==> src/hw/rtl/chol_pkg.sv <==
`default_nettype none

package chol_pkg;

    // Default largest matrix edge
    localparam int MAX_SIZE_DEF = 8;

    // Field widths
    localparam int DATA_W  = 32;
    localparam int FRAC_W  = 16;
    localparam int IDX_W   = 3;
    localparam int SIZE_W  = 4;
    localparam int STAT_W  = 2;
    localparam int PADDR_W = 3;
    localparam int OP_W    = 4;

    // Arithmetic widths
    localparam int ACC_W  = 52;
    localparam int PROD_W = 2 * DATA_W;
    localparam int DIVN_W = DATA_W + FRAC_W;
    localparam int DIVD_W = 24;
    localparam int RAD_W  = DATA_W + FRAC_W;
    localparam int ROOT_W = RAD_W / 2;

    // Register map
    localparam logic REG_MATRIX_SIZE = 1'b0;
    localparam logic [SIZE_W-1:0] SIZE_RESET = 4'd8;

    // Result status codes
    localparam logic [STAT_W-1:0] ST_OK      = 2'd0;
    localparam logic [STAT_W-1:0] ST_NOT_SYM = 2'd1;
    localparam logic [STAT_W-1:0] ST_NOT_PD  = 2'd2;

    // Datapath operations
    localparam logic [OP_W-1:0] OP_NONE     = 4'd0;
    localparam logic [OP_W-1:0] OP_WR_IN    = 4'd1;
    localparam logic [OP_W-1:0] OP_PIV_LD   = 4'd2;
    localparam logic [OP_W-1:0] OP_ACC_LD   = 4'd3;
    localparam logic [OP_W-1:0] OP_MUL      = 4'd4;
    localparam logic [OP_W-1:0] OP_ACC_SUB  = 4'd5;
    localparam logic [OP_W-1:0] OP_DIV_GO   = 4'd6;
    localparam logic [OP_W-1:0] OP_DIV_TAKE = 4'd7;
    localparam logic [OP_W-1:0] OP_WR_OFF   = 4'd8;
    localparam logic [OP_W-1:0] OP_PIV_SUB  = 4'd9;
    localparam logic [OP_W-1:0] OP_SQRT_GO  = 4'd10;
    localparam logic [OP_W-1:0] OP_WR_DIAG  = 4'd11;
    localparam logic [OP_W-1:0] OP_OUT_DATA = 4'd12;
    localparam logic [OP_W-1:0] OP_OUT_ERR  = 4'd13;

    typedef struct packed {
        logic              rd_en;
        logic [OP_W-1:0]   op;
        logic [IDX_W-1:0]  a_row;
        logic [IDX_W-1:0]  a_col;
        logic [IDX_W-1:0]  b_row;
        logic [IDX_W-1:0]  b_col;
        logic [STAT_W-1:0] status;
        logic              last;
    } cmd_t;

    typedef struct packed {
        logic div_done;
        logic sqrt_done;
        logic sym_diff;
        logic piv_nonpos;
        logic out_free;
    } sts_t;

endpackage

`default_nettype wire

==> src/hw/rtl/chol_ctrl.sv <==
`default_nettype none

module chol_ctrl #(
    parameter int MAX_SIZE = chol_pkg::MAX_SIZE_DEF
) (
    input  logic                        clk,
    input  logic                        rst_n,
    input  logic                        cfg_we,
    input  logic [chol_pkg::SIZE_W-1:0] cfg_wdata,
    output logic [chol_pkg::SIZE_W-1:0] size,
    input  logic                        in_valid,
    output logic                        in_ready,
    output chol_pkg::cmd_t              cmd,
    input  chol_pkg::sts_t              sts
);
    import chol_pkg::*;

    localparam int SW = 5;
    localparam logic [SW-1:0] S_LOAD     = 5'd0;
    localparam logic [SW-1:0] S_SYM_RD   = 5'd1;
    localparam logic [SW-1:0] S_SYM_CMP  = 5'd2;
    localparam logic [SW-1:0] S_PIV_RD   = 5'd3;
    localparam logic [SW-1:0] S_PIV_LD   = 5'd4;
    localparam logic [SW-1:0] S_ACC_RD   = 5'd5;
    localparam logic [SW-1:0] S_ACC_LD   = 5'd6;
    localparam logic [SW-1:0] S_MUL_RD   = 5'd7;
    localparam logic [SW-1:0] S_MUL      = 5'd8;
    localparam logic [SW-1:0] S_SUB      = 5'd9;
    localparam logic [SW-1:0] S_DIV_GO   = 5'd10;
    localparam logic [SW-1:0] S_DIV_WAIT = 5'd11;
    localparam logic [SW-1:0] S_WR_OFF   = 5'd12;
    localparam logic [SW-1:0] S_PIV_SUB  = 5'd13;
    localparam logic [SW-1:0] S_CHK      = 5'd14;
    localparam logic [SW-1:0] S_SQ_WAIT  = 5'd15;
    localparam logic [SW-1:0] S_ERR      = 5'd16;
    localparam logic [SW-1:0] S_EMIT_RD  = 5'd17;
    localparam logic [SW-1:0] S_EMIT_LD  = 5'd18;

    logic [SW-1:0]     state_reg, state_next;
    logic [SIZE_W-1:0] size_reg, size_next;
    logic [IDX_W-1:0]  lr_reg, lr_next;
    logic [IDX_W-1:0]  lc_reg, lc_next;
    logic [IDX_W-1:0]  i_reg, i_next;
    logic [IDX_W-1:0]  j_reg, j_next;
    logic [IDX_W-1:0]  k_reg, k_next;
    logic [STAT_W-1:0] err_reg, err_next;

    logic [IDX_W-1:0] nm1;
    logic             accept;

    // Clamp the configured size to last index
    always_comb
    begin
        if (size_reg == '0)
            nm1 = '0;
        else if (int'(size_reg) > MAX_SIZE)
            nm1 = IDX_W'(MAX_SIZE - 1);
        else
            nm1 = IDX_W'(size_reg - 1'b1);
    end

    assign in_ready = (state_reg == S_LOAD);
    assign accept   = in_valid && in_ready;

    // Sequence loading, checking, factoring and emission
    always_comb
    begin
        state_next = state_reg;
        size_next  = size_reg;
        lr_next    = lr_reg;
        lc_next    = lc_reg;
        i_next     = i_reg;
        j_next     = j_reg;
        k_next     = k_reg;
        err_next   = err_reg;
        cmd        = '0;
        cmd.op     = OP_NONE;
        cmd.status = ST_OK;

        unique case (state_reg)
            S_LOAD:
            begin
                if (accept)
                begin
                    cmd.op    = OP_WR_IN;
                    cmd.a_row = lr_reg;
                    cmd.a_col = lc_reg;
                    if (lc_reg == nm1)
                    begin
                        lc_next = '0;
                        if (lr_reg == nm1)
                        begin
                            lr_next = '0;
                            i_next  = '0;
                            if (nm1 == '0)
                            begin
                                j_next     = '0;
                                state_next = S_PIV_RD;
                            end
                            else
                            begin
                                j_next     = IDX_W'(1);
                                state_next = S_SYM_RD;
                            end
                        end
                        else
                            lr_next = lr_reg + 1'b1;
                    end
                    else
                        lc_next = lc_reg + 1'b1;
                end
            end
            S_SYM_RD:
            begin
                cmd.rd_en  = 1'b1;
                cmd.a_row  = i_reg;
                cmd.a_col  = j_reg;
                cmd.b_row  = j_reg;
                cmd.b_col  = i_reg;
                state_next = S_SYM_CMP;
            end
            S_SYM_CMP:
            begin
                if (sts.sym_diff)
                begin
                    err_next   = ST_NOT_SYM;
                    state_next = S_ERR;
                end
                else if (j_reg == nm1)
                begin
                    if (i_reg + 1'b1 == nm1)
                    begin
                        j_next     = '0;
                        state_next = S_PIV_RD;
                    end
                    else
                    begin
                        i_next     = i_reg + 1'b1;
                        j_next     = i_reg + 2'd2;
                        state_next = S_SYM_RD;
                    end
                end
                else
                begin
                    j_next     = j_reg + 1'b1;
                    state_next = S_SYM_RD;
                end
            end
            S_PIV_RD:
            begin
                cmd.rd_en  = 1'b1;
                cmd.a_row  = j_reg;
                cmd.a_col  = j_reg;
                i_next     = '0;
                state_next = S_PIV_LD;
            end
            S_PIV_LD:
            begin
                cmd.op     = OP_PIV_LD;
                state_next = (j_reg == '0) ? S_CHK : S_ACC_RD;
            end
            S_ACC_RD:
            begin
                cmd.rd_en  = 1'b1;
                cmd.a_row  = i_reg;
                cmd.a_col  = j_reg;
                cmd.b_row  = i_reg;
                cmd.b_col  = i_reg;
                k_next     = '0;
                state_next = S_ACC_LD;
            end
            S_ACC_LD:
            begin
                cmd.op     = OP_ACC_LD;
                state_next = (i_reg == '0) ? S_DIV_GO : S_MUL_RD;
            end
            S_MUL_RD:
            begin
                cmd.rd_en  = 1'b1;
                cmd.a_row  = k_reg;
                cmd.a_col  = i_reg;
                cmd.b_row  = k_reg;
                cmd.b_col  = j_reg;
                state_next = S_MUL;
            end
            S_MUL:
            begin
                cmd.op     = OP_MUL;
                state_next = S_SUB;
            end
            S_SUB:
            begin
                cmd.op = OP_ACC_SUB;
                if (k_reg + 1'b1 == i_reg)
                    state_next = S_DIV_GO;
                else
                begin
                    k_next     = k_reg + 1'b1;
                    state_next = S_MUL_RD;
                end
            end
            S_DIV_GO:
            begin
                cmd.op     = OP_DIV_GO;
                state_next = S_DIV_WAIT;
            end
            S_DIV_WAIT:
            begin
                if (sts.div_done)
                begin
                    cmd.op     = OP_DIV_TAKE;
                    state_next = S_WR_OFF;
                end
            end
            S_WR_OFF:
            begin
                cmd.op     = OP_WR_OFF;
                cmd.a_row  = i_reg;
                cmd.a_col  = j_reg;
                state_next = S_PIV_SUB;
            end
            S_PIV_SUB:
            begin
                cmd.op = OP_PIV_SUB;
                if (i_reg + 1'b1 == j_reg)
                    state_next = S_CHK;
                else
                begin
                    i_next     = i_reg + 1'b1;
                    state_next = S_ACC_RD;
                end
            end
            S_CHK:
            begin
                if (sts.piv_nonpos)
                begin
                    err_next   = ST_NOT_PD;
                    state_next = S_ERR;
                end
                else
                begin
                    cmd.op     = OP_SQRT_GO;
                    state_next = S_SQ_WAIT;
                end
            end
            S_SQ_WAIT:
            begin
                if (sts.sqrt_done)
                begin
                    cmd.op    = OP_WR_DIAG;
                    cmd.a_row = j_reg;
                    cmd.a_col = j_reg;
                    if (j_reg == nm1)
                    begin
                        i_next     = '0;
                        j_next     = '0;
                        state_next = S_EMIT_RD;
                    end
                    else
                    begin
                        j_next     = j_reg + 1'b1;
                        state_next = S_PIV_RD;
                    end
                end
            end
            S_ERR:
            begin
                if (sts.out_free)
                begin
                    cmd.op     = OP_OUT_ERR;
                    cmd.status = err_reg;
                    cmd.last   = 1'b1;
                    state_next = S_LOAD;
                end
            end
            S_EMIT_RD:
            begin
                if (sts.out_free)
                begin
                    cmd.rd_en  = 1'b1;
                    cmd.a_row  = i_reg;
                    cmd.a_col  = j_reg;
                    state_next = S_EMIT_LD;
                end
            end
            S_EMIT_LD:
            begin
                cmd.op     = OP_OUT_DATA;
                cmd.a_row  = i_reg;
                cmd.a_col  = j_reg;
                cmd.last   = (i_reg == nm1) && (j_reg == nm1);
                state_next = S_EMIT_RD;
                if (j_reg == nm1)
                begin
                    j_next = '0;
                    if (i_reg == nm1)
                    begin
                        i_next     = '0;
                        state_next = S_LOAD;
                    end
                    else
                        i_next = i_reg + 1'b1;
                end
                else
                    j_next = j_reg + 1'b1;
            end
            default:
                state_next = S_LOAD;
        endcase

        // Size write drops any partial matrix
        if (cfg_we)
        begin
            size_next = cfg_wdata;
            lr_next   = '0;
            lc_next   = '0;
        end
    end

    always_ff @(posedge clk or negedge rst_n)
    begin
        if (!rst_n)
        begin
            state_reg <= S_LOAD;
            size_reg  <= SIZE_RESET;
            lr_reg    <= '0;
            lc_reg    <= '0;
            i_reg     <= '0;
            j_reg     <= '0;
            k_reg     <= '0;
            err_reg   <= ST_OK;
        end
        else
        begin
            state_reg <= state_next;
            size_reg  <= size_next;
            lr_reg    <= lr_next;
            lc_reg    <= lc_next;
            i_reg     <= i_next;
            j_reg     <= j_next;
            k_reg     <= k_next;
            err_reg   <= err_next;
        end
    end

    assign size = size_reg;

`ifndef SYNTHESIS
    a_mul_order: assert property (@(posedge clk) disable iff (!rst_n)
        (state_reg == S_MUL_RD) |-> ((k_reg < i_reg) && (i_reg < j_reg)))
        else $error("update term outside upper triangle");

    a_off_range: assert property (@(posedge clk) disable iff (!rst_n)
        (state_reg == S_WR_OFF) |-> ((i_reg < j_reg) && (j_reg <= nm1)))
        else $error("off-diagonal write outside matrix");

    a_load_range: assert property (@(posedge clk) disable iff (!rst_n)
        (state_reg == S_LOAD) |-> ((lr_reg <= nm1) && (lc_reg <= nm1)))
        else $error("load position outside matrix");
`endif

endmodule

`default_nettype wire

==> config.mk <==
export PLATFORM = sky130hd
export DESIGN_NAME = chol_ctrl
export DESIGN_NICKNAME = d
export VERILOG_FILES = /design/src/hw/rtl/chol_pkg.sv /design/src/hw/rtl/chol_ctrl.sv
export SDC_FILE = /design/constraint.sdc
export NUM_CORES = 1
export LEC_CHECK = 0
export BUFFER_PORTS_ARGS = -buffer_cell sky130_fd_sc_hd__buf_2
export CORE_ASPECT_RATIO = 1.5
export CORE_MARGIN = 2
export CORE_UTILIZATION = 53
export CTS_BUF_LIST = sky130_fd_sc_hd__clkbuf_2
export DETAILED_ROUTE_END_ITERATION = 12
export PLACE_DENSITY = 0.74
export SETUP_SLACK_MARGIN = 0.1
export SYNTH_ARGS = -nofsm -noshare
export SYNTH_HDL_FRONTEND = slang
export SYNTH_SLANG_ARGS = --single-unit
export TNS_END_PERCENT = 10
==> constraint.sdc <==
create_clock -name clk -period 3.4 [get_ports clk]
set_input_delay 0.17 -clock clk [delete_from_list [all_inputs] [get_ports clk]]
set_output_delay 0.17 -clock clk [all_outputs]
set_load 0.05 [all_outputs]
==> results list <==
- Run status: completed
* First-pass iteration count of the detailed router: 5
- Cell internal power was estimated by the tool at around 0.0012 W.
- Setup repair after global routing left no endpoint under its margin.
- Total via count in the routed design: between 3000 and 4000
- Width of the die: ~65 microns
- Across the VDD grid, the largest voltage drop is between 0.4 and 0.5 mV.
- During placement, the flow inserted port buffers numbering 37.
* Initial standard-cell utilization of the core: 0.546
* Most frequent cells after synthesis: sky130_fd_sc_hd__nand2_1 (42), sky130_fd_sc_hd__nor2_1 (32), sky130_fd_sc_hd__o21ai_0 (30), sky130_fd_sc_hd__a21oi_1 (28)
- Among all flip-flop cells after synthesis, the most frequent one is sky130_fd_sc_hd__dfrtp_1.
* Maximum number of pins on one net before global-route repair: 28
- Library cell used as clock root buffer: sky130_fd_sc_hd__clkbuf_2
- Number of buffers on the longest clock path: 2
- Main area contributors after synthesis: sky130_fd_sc_hd__dfrtp_1 (21%), sky130_fd_sc_hd__nand2_1 (5.3%), sky130_fd_sc_hd__o21ai_0 (5.1%), sky130_fd_sc_hd__a21oi_1 (4.7%), sky130_fd_sc_hd__nor2_1 (4.1%)
- Length in cells of the worst reg-to-reg path: 8
* First-pass GRT wire length: between 10000 and 15000 microns
* Count of clock tree sinks: 26
* Endpoint of the worst hold path: state_reg[4]
* Number of library cell types mapped by synthesis: about 70
- The share of the Yosys chip area taken by registers is 0.221.
* Number of nets in the layout: about 450
- Combined area of all synthesized cells: 2960 sq um
* Busiest metal layer after global routing: met2
- The count of nets left with antenna violations once routing finished came out at 0.
* Area of the core region: approximately 5400 sq um
- Of the total power, registers draw 0.213.
- Dividing the detail-routed via count by the number of cells gives about 6.5.
- Power share of the clock group: 0.077
* Filler cell count in the final layout: roughly 510
* Fin. max-slew vios: 0
- Static timing analysis puts the maximum clock frequency at approximately 0.32 GHz.
* Post-DR wirelength/cell: around 18 microns
- Compared with the post-synthesis result, the final layout area differs by 12.8%.
- During synthesis, Yosys emitted a total of 0 warnings.
- Along the worst path, the maximum fanout reaches 11.
* Number of storage elements in the synthesis netlist: 26
- The share of total power dissipated in combinational logic is 0.710.
* Clock skew: 0.0144 ns
- The average instance in the mapped netlist occupies 7.35 sq um.
- Flip-flop count of the largest register after layout: 5
- Chip height: around 95 microns
- The tool flagged a number of max-cap violations equal to 0.
- Number of cells on the worst hold path: 2
* Final weighted congestion in routability-driven placement: just over 1
- For the worst-skew pair, the clock arrives at the later sink with an insertion delay of about 0.40 ns.
- Layout cells sized above 1: 0.191
- For this block, the initial DRC count from the detailed router was 349.
- The floorplan has 33 rows.
- End of the worst register-to-register path: state_reg[4]
- DRC Markers: 0
- The worst setup path is of the flop to primary output kind.
* Sort of element at the start of the critical path: flop
- Clock slew seen by the registers of the worst setup and hold paths: 0.30 ns
- CP required: 3.23 ns
* Crit path capture type: primary output
- Number of CTS-inserted buffers: 3
* Vias in the first global route: 3001
* Final worst path period need: about 3.2 ns
- Measured against its own limit, the worst slew margin works out to 0.573.
- Of all flip-flops after synthesis, the portion carrying an async set or reset was 1.00.
- Cell area power density: roughly 830 nW/um^2
* Data arrival time at the worst-slack endpoint: roughly 3.0 ns
- Syn Nets: about 420
- Of all cell types, the one taking the most synthesized area is sky130_fd_sc_hd__dfrtp_1.
- IO Count: 38
- Setup violations remaining at the end of the flow were counted as 0.
* Die Area: roughly 6200 sq um
* Met3 Track Usage GR: 0.0295
- In this run the critical register-to-register path is launched from size[3].
- GR Layer Usage met2: 0.522
- 0 antenna diodes ended up in the layout.
- Synthesis produced a netlist whose cell count is 402.
- The worst hold path begins at sts[0].
- Dominant cell by count in the synthesized netlist: sky130_fd_sc_hd__nand2_1
* TritonCTS clock tree: built
- Dividing the final minimum period by the clock period gives 0.931.
- The total count of hold-check failures in the final report was 0.
* EDFF count, synth: 0
- CTS built an H-tree with a depth of 1.
* Transition time at the pin with the least slew margin: roughly 0.63 ns
* Final routed wirelength across all metal layers: 8940 microns
* Tightest Hold Check Type: input pin to flop
- Worst setup slack for register-to-register paths: approximately 0.58 ns
- Switching part of the total: 0.571
- The number of antenna violations at the first check in global routing was 0.
- In this run, placement finished with an instance count of approximately 490.
- After routing, the total negative slack on setup checks comes to 0 ns.
- For this run, global-route usage on met1 was measured as 0.334.
- The finished layout holds 500 standard cells, fillers aside.
* Congestion Overflow GR: 0
- The analysis attributes to net switching a power of around 0.0016 W.
* HPWL after detailed placement: roughly 6400 microns
- Area fraction of the dominant cell type after synthesis: 0.212
- Across every metal layer, demand over resource in global routing totals 0.289.
- Static leakage: approximately 1.4 nW
-- how the worst max path moves through the flow --
stage / start / end / slack (ns) / depth (start not counted)
final: size[3] / cmd[0] / 0.23 / 7
after global routing: size[0] / cmd[0] / 0.07 / 10
after CTS: size[3] / cmd[0] / 0.15 / 7
after detailed placement: size[0] / cmd[0] / 0.42 / 9
after global placement: size[0] / cmd[0] / 0.49 / 10
after floorplan: size[0] / cmd[0] / 0.22 / 9
-- layer usage --
metal  wire length (microns)  share of wire
met3                     521          0.058
met4                     411          0.046
met1                    3500           0.39
met5                       0              0
met2                    4510           0.50
-- layout make-up --
| type | count | area [sq um] | area share |
|---|---|---|---|
| Tap cell | 70 | 87.6 | 0.0263 |
| Clock buffer | 3 | 15.0 | 0.00450 |
| Inverter | 18 | 67.6 | 0.0203 |
| Multi-Input combinational cell | 324 | 2120 | 0.635 |
| Sequential cell | 26 | 657 | 0.197 |
| Clock inverter | 1 | 30.0 | 0.00901 |
| Timing Repair Buffer | 58 | 359 | 0.108 |
-- logic make-up after synthesis --
family	share of synthesized area
adders and majority gates	0.0406
DFF	0.221
xor gates and xnor gates	0.0474
AOI/OAI and AO/OA	0.285
and+or+nand+nor	0.304
buffers and inverters	0.0732
muxes	0.0288
-- power groups by stage --
stage	logic (W)	clock network [W]	registers, W
finish	0.00197	0.000214	0.000590
global route	0.00213	0.000224	0.000604
CTS	0.00192	0.000215	0.000585
detailed placement	0.00189	0	0.000592
global placement	0.00188	0	0.000588
floorplan	0.00157	0	0.000454
-- metrics by stage --
step	hold WS [ns]	total power (W)	worst slack [ns]	util	cell area [sq um]
3_5_place_dp	0.223	0.00249	0.421	0.588	3180
3_3_place_gp	0.218	0.00247	0.489	0.588	3180
5_1_grt	0.00190	0.00296	0.0707	0.616	3330
2_1_floorplan	-0.126	0.00202	0.217	-	2970
4_1_cts	0.0114	0.00272	0.149	0.607	3280
6_report	0.000619	0.00277	0.233	0.616	3330
-- placed cells by master (no fill, tap or decap), types with 4 or more instances in the layout --
| cell type | instances |
|---|---|
| sky130_fd_sc_hd__a21oi_1 | 28 |
| sky130_fd_sc_hd__a222oi_1 | 5 |
| sky130_fd_sc_hd__a22o_1 | 4 |
| sky130_fd_sc_hd__a22oi_1 | 6 |
| sky130_fd_sc_hd__a31oi_1 | 8 |
| sky130_fd_sc_hd__and2_1 | 4 |
| sky130_fd_sc_hd__and3_1 | 7 |
| sky130_fd_sc_hd__buf_2 | 36 |
| sky130_fd_sc_hd__buf_4 | 17 |
| sky130_fd_sc_hd__dfrtp_1 | 24 |
| sky130_fd_sc_hd__dlygate4sd3_1 | 4 |
| sky130_fd_sc_hd__ha_1 | 7 |
| sky130_fd_sc_hd__inv_1 | 18 |
| sky130_fd_sc_hd__mux2_2 | 4 |
| sky130_fd_sc_hd__mux2i_1 | 4 |
| sky130_fd_sc_hd__nand2_1 | 42 |
| sky130_fd_sc_hd__nand2b_1 | 11 |
| sky130_fd_sc_hd__nand3_1 | 15 |
| sky130_fd_sc_hd__nand3b_1 | 7 |
| sky130_fd_sc_hd__nand4_1 | 5 |
| sky130_fd_sc_hd__nor2_1 | 32 |
| sky130_fd_sc_hd__nor2b_1 | 9 |
| sky130_fd_sc_hd__nor3_1 | 6 |
| sky130_fd_sc_hd__nor3b_1 | 4 |
| sky130_fd_sc_hd__o21ai_0 | 30 |
| sky130_fd_sc_hd__o22ai_1 | 5 |
| sky130_fd_sc_hd__or2_2 | 4 |
| sky130_fd_sc_hd__xnor2_1 | 10 |
| sky130_fd_sc_hd__xor2_1 | 6 |
-- critical path, stage by stage (launching register included) --
cell,delay [ns]
sky130_fd_sc_hd__dfstp_4,0.75
sky130_fd_sc_hd__inv_1,0.14
sky130_fd_sc_hd__maj3_1,0.45
sky130_fd_sc_hd__xnor2_1,0.24
sky130_fd_sc_hd__a211oi_2,0.37
sky130_fd_sc_hd__nand3_2,0.16
sky130_fd_sc_hd__a211oi_4,0.29
sky130_fd_sc_hd__buf_6,0.19
-- timing repair --
action | CTS | global route
endpoints found under the setup margin | 1 | 1
setup buffers | 1 | 4
cloned | 0 | 0
pin swaps | 1 | 1
gates resized for setup | 3 | 4
hold endpoints to repair | 28 | 0
hold buffers | 4 | 0
(Power assumes the default switching activity.)
